--- src/rtl/ldrb_pkg.sv ---
package ldrb_pkg;

    localparam int STORE_BYTES_DEF = 16384;
    localparam int MAX_COLS_DEF    = 256;
    localparam int MAX_ROWS_DEF    = 256;

    localparam logic [15:0] BASE_LOWER = 16'h8200;
    localparam logic [15:0] BASE_UPPER = 16'h0200;

    localparam int MAX_OUT = 64;

    // Configuration register indexes.
    localparam logic [2:0] REG_COLS  = 3'd0;
    localparam logic [2:0] REG_ROWS  = 3'd1;
    localparam logic [2:0] REG_CELL  = 3'd2;
    localparam logic [2:0] REG_DUAL  = 3'd3;
    localparam logic [2:0] REG_GAP   = 3'd4;

    // Item function codes: pixel write or flush.
    localparam logic FUNC_PIXEL = 1'b0;
    localparam logic FUNC_FLUSH = 1'b1;

    // Commands from the controller to the datapath.
    typedef struct packed {
        logic load;       // latch item and compute geometry products
        logic divide;     // run one step of the divider
        logic pix_read;   // read work byte for a pixel write
        logic pix_write;  // write the modified work byte
        logic scan_read;  // read both stores at the scan pointer
        logic scan_eval;  // compare read bytes and update run tracking
        logic emit_read;  // read work byte at the emit pointer
        logic emit_push;  // put out one result byte
        logic emit_init;  // set the emit pointer to the run start
        logic scan_init;  // set scan pointer to span start
    } ldrb_cmd_t;

    // Status from the datapath to the controller.
    typedef struct packed {
        logic div_done;
        logic is_flush;
        logic span_empty;
        logic scan_end;     // scan pointer reached span end
        logic run_close;    // evaluated byte closes the open run
        logic in_run;
        logic emit_end;     // emit pointer passed the last differing byte
        logic emit_last;    // emit pointer sits on the last differing byte
        logic out_full;     // result count has reached its limit
    } ldrb_stat_t;

endpackage

--- src/rtl/ldrb_ctrl.sv ---
module ldrb_ctrl
    import ldrb_pkg::*;
(
    input  logic       clk,
    input  logic       rst_n,
    input  logic       in_valid,
    output logic       in_ready,
    output logic       out_valid,
    input  logic       out_ready,
    output logic       out_last,
    input  logic       clr_done,
    output logic       clr_active,
    input  ldrb_stat_t stat,
    output ldrb_cmd_t  cmd
);

    typedef enum logic [3:0] {
        S_CLEAR, S_IDLE, S_DIV, S_SETUP, S_PIX_RD, S_PIX_WR,
        S_SCAN_RD, S_SCAN_EV, S_EMIT_RD, S_EMIT_OUT, S_RESUME, S_DONE
    } state_t;

    state_t state_reg, state_next;
    logic   final_reg, final_next;   // emitting the last run of the span
    logic   pend_out_reg;

    // Next state and commands.
    always_comb
    begin
        state_next = state_reg;
        final_next = final_reg;
        cmd        = '0;
        case (state_reg)
            S_CLEAR: if (clr_done) state_next = S_IDLE;
            S_IDLE:
                if (in_valid) begin
                    cmd.load   = 1'b1;
                    state_next = S_DIV;
                end
            S_DIV: begin
                cmd.divide = 1'b1;
                if (stat.div_done) state_next = S_SETUP;
            end
            S_SETUP: begin
                cmd.scan_init = 1'b1;
                state_next    = stat.is_flush ? S_SCAN_RD : S_PIX_RD;
            end
            S_PIX_RD: begin
                cmd.pix_read = 1'b1;
                state_next   = S_PIX_WR;
            end
            S_PIX_WR: begin
                cmd.pix_write = 1'b1;
                state_next    = S_IDLE;
            end
            S_SCAN_RD:
                if (stat.span_empty || stat.scan_end) begin
                    final_next = 1'b1;
                    state_next = stat.in_run ? S_EMIT_RD : S_IDLE;
                    cmd.emit_init = stat.in_run;
                end else begin
                    state_next = S_SCAN_EV;
                end
            S_SCAN_EV:
                if (stat.run_close) begin
                    final_next    = 1'b0;
                    cmd.emit_init = 1'b1;
                    state_next    = S_EMIT_RD;
                end else begin
                    cmd.scan_eval = 1'b1;
                    state_next    = S_SCAN_RD;
                end
            S_EMIT_RD:
                if (stat.emit_end || stat.out_full) begin
                    state_next = final_reg ? S_IDLE : S_SCAN_EV;
                end else begin
                    cmd.emit_read = 1'b1;
                    state_next    = S_EMIT_OUT;
                end
            S_EMIT_OUT: begin
                // Keep reading the same byte so the offered item holds during a stall.
                cmd.emit_read = 1'b1;
                if (out_ready) begin
                    cmd.emit_push = 1'b1;
                    state_next    = S_EMIT_RD;
                end
            end
            default: state_next = S_IDLE;
        endcase
    end

    always_ff @(posedge clk or negedge rst_n)
    begin
        if (!rst_n) begin
            state_reg    <= S_CLEAR;
            final_reg    <= 1'b0;
            pend_out_reg <= 1'b0;
        end else begin
            state_reg    <= state_next;
            final_reg    <= final_next;
            pend_out_reg <= (state_next == S_EMIT_OUT);
        end
    end

    assign clr_active = (state_reg == S_CLEAR);
    assign in_ready   = (state_reg == S_IDLE);
    assign out_valid  = (state_reg == S_EMIT_OUT) && pend_out_reg;
    // The final run of a span always holds the last differing byte.
    assign out_last   = (state_reg == S_EMIT_OUT) && final_reg && stat.emit_last;

endmodule

--- config.mk ---
export PLATFORM = sky130hd
export DESIGN_NAME = ldrb_ctrl
export DESIGN_NICKNAME = d
export VERILOG_FILES = /design/src/rtl/ldrb_pkg.sv /design/src/rtl/ldrb_ctrl.sv
export SDC_FILE = /design/constraint.sdc
export NUM_CORES = 1
export LEC_CHECK = 0
export BUFFER_PORTS_ARGS = -buffer_cell sky130_fd_sc_hd__buf_2
export CORE_AREA = 2 2 39 41
export CTS_CLUSTER_DIAMETER = 200
export DETAILED_ROUTE_END_ITERATION = 6
export DIE_AREA = 0 0 41 43
export GPL_TIMING_DRIVEN = 0
export PLACE_DENSITY = 0.71
export SLEW_MARGIN = 40
export SYNTH_ARGS = -nofsm -noshare
export SYNTH_HDL_FRONTEND = slang
export SYNTH_SLANG_ARGS = --single-unit
export TNS_END_PERCENT = 10
--- constraint.sdc ---
create_clock -name clk -period 2.1 [get_ports clk]
set_clock_uncertainty 0.2 [all_clocks]
set_input_delay 0.21 -clock clk [delete_from_list [all_inputs] [get_ports clk]]
set_output_delay 0.21 -clock clk [all_outputs]
set_load 0.005 [all_outputs]
# Yosys cells after proc, flatten, opt, wreduce, memory -nomap -nowiden

Cells that the tools add are included.

Bits of input ports: 14
Logic and storage cells: 52
Output and inout bits: 14
Bits in registers: 6

Equal/unequal tests: 12
Reductions and logical operators: 8
Multiplexer cells: 29

Operators by type and width:

| operator                                                              | number |
|---|---|
| 4-bit one-hot mux with 9 select lines                                 | 1 |
| 4-bit 2-to-1 mux                                                      | 8 |
| 4-bit by 3-bit equality test with 1-bit output, second input constant | 4 |
| 1-bit 2-to-1 mux                                                      | 15 |
| 4-bit equality test, second input constant                            | 3 |
| 4-bit by 2-bit equality test with 1-bit output, second input constant | 2 |
| 1-bit one-hot mux with 2 select lines                                 | 3 |
| 4-bit by 1-bit equality test with 1-bit output, second input constant | 1 |
| 4-bit logical NOT                                                     | 1 |
| 2-bit != test, second input constant                                  | 2 |
| 1-bit logical AND                                                     | 3 |
| 3-bit 2-to-1 mux                                                      | 1 |
| 3-bit AND reduction                                                   | 1 |
| 1-bit logical OR                                                      | 2 |
| 2-bit 2-to-1 mux                                                      | 1 |
| 2-bit nonzero test                                                    | 1 |

# Depth between registers and ports, before layout

Gate-level depths: netlist (run 1).

Depth in word-level cells: 4
Mapped depth: 5
Depth with buffers taken out: 3

# Worst setup path after synthesis (run 1)

No wires, ideal clock.

Kind: register -> register
Start: register state_reg[0]
End: register state_reg[2]
Cell stages (with the launch flop): 5
Data arrival time: 1.224 ns
Setup slack: 0.590 ns
Clock period less this slack: 1.510 ns
Data required time: 1.813 ns
Buffers on the path: 1
Setup time: 0.087 ns
Cells stage by stage: dfrtp_1 > buf_6 > or3_1 > or3_1 > o211ai_1

Word-level cells in the longest chain between the ends: 2
Elaborated cells between the ends (all ways): 10
Those cells by class: 8 x eq/ne; 1 x mux; 1 x reduce/logical

RTL lines:

| element                                           | RTL line        | RTL |
|---|---|---|
| start, declared                                   | ldrb_ctrl.sv:22 | `state_t state_reg, state_next;` |
| start signal, assigned                            | ldrb_ctrl.sv:98 | `state_reg <= state_next;` |
| 4-bit equality test, or another cell as far along | ldrb_ctrl.sv:32 | `case (state_reg)` |
| 4-bit one-hot mux with 9 select lines *           | ldrb_ctrl.sv:32 |  |
| via state_next[2]                                 | ldrb_ctrl.sv:22 |  |

Mark *: on every way through the listed nets, which the timed path passes. The rest lies on a longest branch.
A chain may end at the register's enable or synchronous reset.

==> results of run 1 <==
==> kinds of logic (layout without fill, tap and decap cells) <==
| logic type | Yosys count | count (layout) | share of synthesized area |
|---|---|---|---|
| buffers and inverters | 8 | 38 | 0.08938 |
| other | 1 | 1 | 0.007239 |
| multiplexers | 1 | 1 | 0.01932 |
| AND/OR/NAND/NOR | 38 | 38 | 0.4227 |
| flip-flops | 6 | 6 | 0.2898 |
| AO/OA/AOI/OAI | 13 | 13 | 0.1715 |
==> stage by stage <==
stage | instance area [um^2] | power [mW] | hold WS (ns)
finish | 700.7 | 0.7951 | 0.05629
global placement | 668.1 | 0.6717 | -0.1653
detailed placement | 668.1 | 0.6823 | -0.1602
global route | 700.7 | 0.8616 | 0.05449
floorplan | 518.0 | 0.5335 | -0.2856
CTS | 700.7 | 0.7947 | 0.05121
==> power by group <==
group / leakage (nW) / internal (mW) / switching [mW]
combinational: 0.291 / 0.233 / 0.267
sequential: 0.0780 / 0.157 / 0.0269
clock: 0.0138 / 0.0649 / 0.0461
==> worst max-delay path by stage <==
stage	from	end	slack (ns)	cells past startpoint
CTS	state_reg[3]$_DFF_PN0_	cmd[3]	0.28	5
global placement	state_reg[0]$_DFF_PN0_	state_reg[2]$_DFF_PN0_	0.53	4
floorplan	state_reg[0]$_DFF_PN0_	state_reg[2]$_DFF_PN0_	0.59	4
detailed placement	state_reg[0]$_DFF_PN0_	state_reg[2]$_DFF_PN0_	0.52	4
finish	state_reg[3]$_DFF_PN0_	cmd[3]	0.28	5
global route	state_reg[3]$_DFF_PN0_	cmd[3]	0.13	5
==> cells in the final DEF (no fill, tap or decap), drive strengths merged, types with 2 or more instances in the layout <==
master  count
o21bai      2
inv         2
nand2       2
o21ai       4
and2        4
or3         3
nor3b       3
and3        2
o211ai      2
nand2b      6
nor2b       3
nor2        7
dfrtp       6
clkbuf      3
nor3        3
buf        32
==> area by class of cell <==
cell class                 instances  share of cell area
tap                               16             0.02857
buffer                             6             0.05536
sequential                         6              0.2143
multi-input combinational         53              0.4589
timing repair buffer              27              0.2000
inverter                           2             0.01071
clock buffer                       3             0.03214
==> worst min-delay path, stage by stage <==
cell and delay (ns):
buf_2 0.08, o211ai_1 0.09, nand3_1 0.09
==> per-layer routing <==
layer  part of all wire  vias to the layer above  wire length [um]
li1                   -                      295                 -
met1               0.42                      264               556
met5                  0                        -                 0
met3              0.058                        3                77
met2               0.51                       25               680
met4              0.018                        0                24
==> what timing repair did <==
action,4_1_cts,5_1_grt
endpoints found under the hold margin,6,0
endpoints found under the setup margin,0,0
hold buffers,1,0
==> results.toml, run 1 <==
[layout]
regArea_um2 = 150.1
nFillCells = 151
fin_util = 0.5063
largest_register_ffs = 4
drive_above_1_share = 0.3608
nNetsFinal = 113
diodes = 0
stdcell_count = 113
multiInputGateArea_um2 = 321.6
area_growth_pct = 35.27

[route]
via_per_inst = 5.195
dr.pass1.iters = 4
wl_per_cell_um = 11.85
drcViolationCount = 0
wl_mm = 1.339
num_vias = 587
drtIter0Drc = 14
ant_nets = 0

[clocking]
cts.reportedPaths.clkPinSlew_ns = 0.05
cts_tree = "done"
cts_sinks = 6
post_cts.repair.setup_buffers = 0
clk_latency_ns = 0.25
ctsRootBufferMaster = "clkbuf_4"
cts_max_level = 1
cts_resized = 0
clockBufferDepth = 2
cts_buffers = 3

[logic_synthesis]
async_flop_share = 1.000
syn_area_um2 = 518.0
syn_avg_cell_area_um2 = 7.731
netlist_instances = 67
synth_top_area_frac = 0.2899
seq_area_frac_synth = 0.2899
synth_cell_types = 30
synth.most_common_cell = "nor2_1"
synth_common_cells = "nor2_1 (7), dfrtp_1 (6), nand2b_1 (6)"
synth_edf_count = 0
synth_top_cell_by_area = "dfrtp_1"
syn-num-nets = 81
ys_top_cells_by_area = "dfrtp_1 (29%), nand2b_1 (7.2%), nor2_1 (5.1%), and2_1 (4.8%), nor3b_1 (4.3%)"
ys_ff_latch = 6
synth_warnings = 0
synthFlopType = "dfrtp_1"

[placement]
dpl_worst_slack_ns = 0.5154
dp.cells = 109
hpwl_mm = 1.012
place_congestion = 0.7563
io_buffers = 26

[critical_path]
crit_path_start_kind = "register"
r2r_end = "state_reg[2]$_DFF_PN0_"
reg2regPathDepth = 4
crit_slowest_cell = "dfrtp_1"
cpPeakStageDelay_ns = 0.35
cp_cell_sequence = "buf_2 > nor3b_1 > o21ai_1 > inv_1 > buf_2"
cp.required_ns = 1.69
cp.arrival_ns = 1.41
crit_family = "buffers and inverters"
critPathCaptureType = "output port"
crit_type = "reg -> out"
r2r_slack_ns = 0.52
critPathBufInv = 3
path_common_cell = "buf_2"
r2r-start = "state_reg[0]$_DFF_PN0_"
cp_max_fo = 10

[global_route]
grt_pass1_vias = 490
grt_pass1_wl_mm = 1.987
antenna_found_initial = 0
gr-usage-met2 = 0.2375
grtUsageMet3 = 0.03141
grt.met1_usage = 0.2244
grt-busiest-layer = "met2"
grt.total_usage = 0.1711
grt_start_max_net_pins = 11
gr-total-overflow = 0

[die]
die_y_um = 43
start_util = 0.3743
num_io_pins = 28
core_um2 = 1384
rows = 14
die_w_um = 41
dieArea_um2 = 1763

[outcome]
status = "completed"

[power]
max-vdd-ir-drop_mv = 0.4667
power.static_leakage_nw = 0.3831
p_per_area_nw_per_um2 = 1135

[timing]
final_hold_viol_count = 0
setup_viol = 0
finalCritPeriodShare = 0.8670
rsz0062_at_grt = "no"
min_period_ns = 1.821
setup_slack_ns = 0.2793
max_clock_freq_ghz = 0.5493
slew_violations = 0
timing.setup.tns_ns = 0

[worst_hold_path]
hold_end = "state_reg[1]$_DFF_PN0_"
hold_depth = 3
hp-class = "in -> reg"
hp-start = "stat[7]"

[run]
maxCapViolations = 0
Power figures use the tool's default switching activity.
==> run 2, diff against run 1 <==
--- a/config.mk
+++ b/config.mk
@@ -5,13 +5,14 @@
 export SDC_FILE = /design/constraint.sdc
 export NUM_CORES = 1
 export LEC_CHECK = 0
+export ABC_AREA = 1
 export BUFFER_PORTS_ARGS = -buffer_cell sky130_fd_sc_hd__buf_2
 export CORE_AREA = 2 2 39 41
 export CTS_CLUSTER_DIAMETER = 200
 export DETAILED_ROUTE_END_ITERATION = 6
 export DIE_AREA = 0 0 41 43
 export GPL_TIMING_DRIVEN = 0
-export PLACE_DENSITY = 0.71
+export PLACE_DENSITY = 0.69
 export SLEW_MARGIN = 40
 export SYNTH_ARGS = -nofsm -noshare
 export SYNTH_HDL_FRONTEND = slang
==> results.toml, run 2 <==
[outcome]
status = "completed"

[clocking]
cts.reportedPaths.clkPinSlew_ns = 0.04
post_cts.repair.setup_buffers = 0
cts_buffers = 3
clk_latency_ns = 0.24
cts_sinks = 6
cts_max_level = 1
cts_hold_buf = 1
clockBufferDepth = 2
ctsRootBufferMaster = "clkbuf_4"
cts_resized = 0
cts_tree = "done"

[critical_path]
crit_path_start_kind = "register"
cp.arrival_ns = 1.31
reg2regPathDepth = 5
cp.required_ns = 1.69
r2r_slack_ns = 0.65
cp_max_fo = 7
critPathCaptureType = "output port"
crit_type = "reg -> out"
r2r-start = "state_reg[1]$_DFF_PN0_"
r2r_end = "pend_out_reg$_DFF_PN0_"

[logic_synthesis]
synth_top_cell_by_area = "dfrtp_1"
synth.most_common_cell = "nand2_1"
seq_area_frac_synth = 0.3069
synth_warnings = 0
async_flop_share = 1.000
synthFlopType = "dfrtp_1"
syn_area_um2 = 489.2
ys_top_cells_by_area = "dfrtp_1 (31%), nand2_1 (18%), inv_1 (13%), nor2_1 (12%), nand3_1 (7.2%)"
ys_ff_latch = 6
synth_top_area_frac = 0.3069
syn-num-nets = 98
synth_cell_types = 16
synth_edf_count = 0
syn_avg_cell_area_um2 = 5.824
synth_common_cells = "nand2_1 (23), inv_1 (17), nor2_1 (16)"
netlist_instances = 84

[power]
p_sw_mw = 0.3142
p_comb_frac = 0.553
max-vdd-ir-drop_mv = 0.4977
power.static_leakage_nw = 0.4653
seqPwrFrac = 0.297
internal-power_mw = 0.3719
p_per_area_nw_per_um2 = 1021
swShare = 0.4579
total_power_mw = 0.6860
p_clk_frac = 0.150

[timing]
finalCritPeriodShare = 0.8187
slew_violations = 0
rsz0062_at_grt = "no"
timing.setup.tns_ns = 0
final_hold_viol_count = 0
setup_viol = 0
min_period_ns = 1.719
max_clock_freq_ghz = 0.5817

[route]
ant_nets = 0
wl_per_cell_um = 8.462
wl_mm = 1.100
top_layer = "met3"
via_per_inst = 4.277
dr.pass1.iters = 4
num_vias = 556
drtIter0Drc = 12
drcViolationCount = 0
met1_length_um = 495
wl_met3_um = 105
wl_met2_um = 498

[layout]
area_growth_pct = 37.34
nNetsFinal = 130
diodes = 0
drive_above_1_share = 0.3333
layout_commonest_cell = "buf_2"
largest_register_ffs = 4
nFillCells = 154
design_area_um2 = 671.9
layout_common_cells = "buf_2 (26), nand2_1 (23), inv_1 (17)"

[worst_hold_path]
hp-start = "stat[7]"
hold_end = "state_reg[1]$_DFF_PN0_"
hp-class = "in -> reg"
hold_depth = 3

[global_route]
antenna_found_initial = 0
grt.total_usage = 0.1549
grt_pass1_vias = 464
gr-total-overflow = 0
grt_pass1_wl_mm = 1.856
grt_start_max_net_pins = 8

[die]
start_util = 0.3535
num_io_pins = 28
rows = 14
die_y_um = 43
die_w_um = 41
core_um2 = 1384
dieArea_um2 = 1763

[placement]
dpl-instance-area_um2 = 639.4
io_buffers = 26
place_congestion = 0.7668
hpwl_um = 946.3

[run]
maxCapViolations = 0
-- run 2: cell count changes in the layout (fill, tap and decap cells not counted), moves of 3 or more --
cell / before / now
nand2b_1: 6 / 0
nor2b_1: 3 / 0
nand3_1: 1 / 7
and2_1: 4 / 0
nor3b_1: 3 / 0
inv_1: 2 / 17
nand2_1: 2 / 23
nor2_1: 7 / 16
or3_1: 3 / 0
buf_2: 30 / 26
nor2_2: 0 / 3
-- run 2: worst max path at each step --
stage                                start  cells past startpoint                endpoint
floorplan           state_reg[1]$_DFF_PN0_                      5  pend_out_reg$_DFF_PN0_
global placement    state_reg[2]$_DFF_PN0_                      4                  cmd[9]
detailed placement  state_reg[1]$_DFF_PN0_                      4                  cmd[3]
CTS                 state_reg[1]$_DFF_PN0_                      4                  cmd[3]
global route        state_reg[2]$_DFF_PN0_                      4                  cmd[9]
finish              state_reg[1]$_DFF_PN0_                      4                  cmd[3]
-- run 2: worst max-delay path, cell delays in order (launching register included) --
cell and delay, ns:
dfrtp_1 0.44, nor2_1 0.20, nand2_1 0.14, o21ai_2 0.16, buf_2 0.13
-- run 2: power groups by stage --
stage / logic (mW) / clock network, mW / registers, mW
5_1_grt: 0.437 / 0.120 / 0.215
3_3_place_gp: 0.376 / 0 / 0.204
6_report: 0.379 / 0.103 / 0.204
2_1_floorplan: 0.268 / 0 / 0.194
4_1_cts: 0.385 / 0.107 / 0.203
3_5_place_dp: 0.382 / 0 / 0.204
-- run 2: per-stage QoR --
step | cells | hold slack (ns) | setup WS (ns) | utilization
after floorplan | 84 | -0.2856 | 0.7532 | -
after global placement | 126 | -0.1648 | 0.6479 | 0.4620
after detailed placement | 126 | -0.1635 | 0.6470 | 0.4620
after CTS | 130 | 0.005119 | 0.3784 | 0.4855
after global routing | 130 | 0.01905 | 0.1932 | 0.4855
final | 130 | 0.003126 | 0.3808 | 0.4855
-- run 2: cells by family after synthesis --
group,synth area share
and+or+nand+nor,0.4578
buffers and inverters,0.1458
AOI/OAI and AO/OA,0.08184
DFF,0.3069
other,0.007665
-- run 2: per-layer routing --
| layer | up-vias | global-route usage |
|---|---|---|
| met5 | - | 0 |
| met4 | 0 | 0.06000 |
| met3 | 0 | 0.04712 |
| met2 | 22 | 0.2156 |
| met1 | 221 | 0.2178 |
| li1 | 313 | - |
-- run 2: cell type report --
type | count | area, um^2 | area share
flip-flops and latches | 6 | 150.1 | 0.2235
plain buffers | 1 | 7.507 | 0.01117
multi-input cells | 60 | 267.8 | 0.3985
inverters | 17 | 63.81 | 0.09497
well taps | 16 | 20.02 | 0.02980
clock buffers | 3 | 22.52 | 0.03352
repair buffers | 27 | 140.1 | 0.2086
==> run 3, diff against run 2 <==
--- a/config.mk
+++ b/config.mk
@@ -5,14 +5,13 @@
 export SDC_FILE = /design/constraint.sdc
 export NUM_CORES = 1
 export LEC_CHECK = 0
-export ABC_AREA = 1
+export ABC_AREA = 0
 export BUFFER_PORTS_ARGS = -buffer_cell sky130_fd_sc_hd__buf_2
-export CORE_AREA = 2 2 39 41
+export CORE_UTILIZATION = 38
 export CTS_CLUSTER_DIAMETER = 200
 export DETAILED_ROUTE_END_ITERATION = 6
-export DIE_AREA = 0 0 41 43
 export GPL_TIMING_DRIVEN = 0
-export PLACE_DENSITY = 0.69
+export PLACE_DENSITY = 0.72
 export SLEW_MARGIN = 40
 export SYNTH_ARGS = -nofsm -noshare
 export SYNTH_HDL_FRONTEND = slang
==> constraint.sdc (replaced) <==
create_clock -name clk -period 1.5 [get_ports clk]
set_clock_uncertainty 0.2 [all_clocks]
set_input_delay 0.15 -clock clk [delete_from_list [all_inputs] [get_ports clk]]
set_output_delay 0.15 -clock clk [all_outputs]
set_load 0.005 [all_outputs]
==> results.toml, run 3 (synthesis results as in run 1) <==
[power]
max-vdd-ir-drop_mv = 0.8585
p_comb_frac = 0.730
p_sw_mw = 0.6500
p_per_area_nw_per_um2 = 1782
total_power_mw = 1.616
swShare = 0.4022
seqPwrFrac = 0.174
p_clk_frac = 0.096
internal-power_mw = 0.9661
power.static_leakage_nw = 0.4520

[clocking]
cts_sinks = 6
cts.reportedPaths.clkPinSlew_ns = 0.05
cts_buffers = 3
ctsRootBufferMaster = "clkbuf_4"
clockBufferDepth = 2
cts_max_level = 1
clk_latency_ns = 0.25
cts_tree = "done"

[placement]
hpwl_um = 949.5
dpl_worst_slack_ns = -0.05090
io_buffers = 26
place_congestion = 0.7821

[die]
dieArea_um2 = 1515
core_um2 = 1186
rows = 12
die_y_um = 38.92
num_io_pins = 28
die_w_um = 38.92
start_util = 0.4367

[timing]
min_period_ns = 1.646
slew_violations = 0
setup_slack_ns = -0.1464
max_clock_freq_ghz = 0.6074
finalCritPeriodShare = 1.098
setup_viol = 17
final_hold_viol_count = 0
rsz0062_at_grt = "yes"

[route]
wl_mm = 1.712
via_per_inst = 5.398
drcViolationCount = 0
num_vias = 637
wl_per_cell_um = 14.51
drtIter0Drc = 14
dr.pass1.iters = 4
ant_nets = 0

[layout]
nNetsFinal = 120
area_growth_pct = 75.12
diodes = 0
layout_commonest_cell = "buf_2"
largest_register_ffs = 4
fin_util = 0.7648
drive_above_1_share = 0.5192

[critical_path]
crit_path_start_kind = "register"
r2r_end = "state_reg[2]$_DFF_PN0_"
cp.arrival_ns = 1.30
cpPeakStageDelay_ns = 0.37
cp_max_fo = 8
cp.required_ns = 1.15
cp_cell_sequence = "buf_6 > nand3b_1 > nor2b_1 > buf_2"
crit_type = "reg -> out"
r2r_slack_ns = -0.03
crit_slowest_cell = "dfrtp_1"
critPathCaptureType = "output port"
r2r-start = "state_reg[0]$_DFF_PN0_"
reg2regPathDepth = 6

[outcome]
violations = "setup timing"
status = "finished, violations left"

[global_route]
grt_pass1_vias = 553
grt_start_max_net_pins = 11
gr-total-overflow = 0
grt.total_usage = 0.2434
antenna_found_initial = 0
grt_pass1_wl_mm = 2.408

[worst_hold_path]
hp-class = "in -> async"

[run]
maxCapViolations = 0
-- run 3: changes by cell type in the layout (fill, tap and decap cells not counted), moves of 5 or more --
cell / change
buf_6: +5
inv_1: -15
nand2_1: -21
nand2b_1: +5
nand3_1: -6
nor2_1: -11
-- run 3: per-layer routing --
| metal | wire length [um] | up-vias | part of all wire | GRT usage |
|---|---|---|---|---|
| met2 | 921 | 34 | 0.54 | 0.4083 |
| met4 | 15 | 0 | 0.0088 | 0.1466 |
| met3 | 102 | 2 | 0.060 | 0.05202 |
| met5 | 0 | - | 0 | 0 |
| li1 | - | 308 | - | - |
| met1 | 672 | 293 | 0.39 | 0.2776 |
-- run 3: through the flow --
step	setup TNS, ns	std cells	cell area, um^2	hold WS (ns)
floorplan	0	67	518.0	-0.3456
global placement	-0.1217	107	665.6	-0.2278
detailed placement	-0.08294	107	665.6	-0.2220
CTS	-0.7652	117	858.3	0.03847
global route	-2.138	118	907.1	0.07669
finish	-1.068	118	907.1	0.05447
-- run 3: power by group through the flow --
stage               clock, mW  combinational [mW]  sequential, mW
finish                  0.155                1.18           0.281
global route            0.166                1.28           0.288
CTS                     0.154                1.03           0.276
detailed placement          0               0.682           0.261
global placement            0               0.681           0.261
floorplan                   0               0.496           0.250
-- run 3: critical path: cells and delay by family, from the launching register on --
family	cells	cell delay, ns
simple gates	2	0.37
flops	1	0.37
buf+inv	2	0.31
-- run 3: repair_timing --
item                       4_1_cts  5_1_grt
cloned                           1        0
hold endpoints to repair         7        0
setup endpoints to repair       16       17
resized for setup               22        7
hold buffers                     2        0
pin swaps                        6        2
buffers inserted                 4        1
-- run 3: area by class of cell --
cell class | count | area (um^2)
inverters | 2 | 7.507
clock buffers | 3 | 22.52
plain buffers | 6 | 67.56
fillers | 89 | 279.0
well taps | 14 | 17.52
flip-flops and latches | 6 | 151.4
multi-input cells | 53 | 416.7
repair buffers | 34 | 224.0
-- run 3: how the worst max path moves through the flow --
stage / start / to / depth (start not counted)
2_1_floorplan: state_reg[0]$_DFF_PN0_ / state_reg[2]$_DFF_PN0_ / 4
3_3_place_gp: state_reg[0]$_DFF_PN0_ / state_reg[2]$_DFF_PN0_ / 4
3_5_place_dp: state_reg[0]$_DFF_PN0_ / state_reg[2]$_DFF_PN0_ / 4
4_1_cts: state_reg[0]$_DFF_PN0_ / cmd[1] / 5
5_1_grt: state_reg[2]$_DFF_PN0_ / cmd[4] / 4
6_report: state_reg[2]$_DFF_PN0_ / cmd[4] / 4
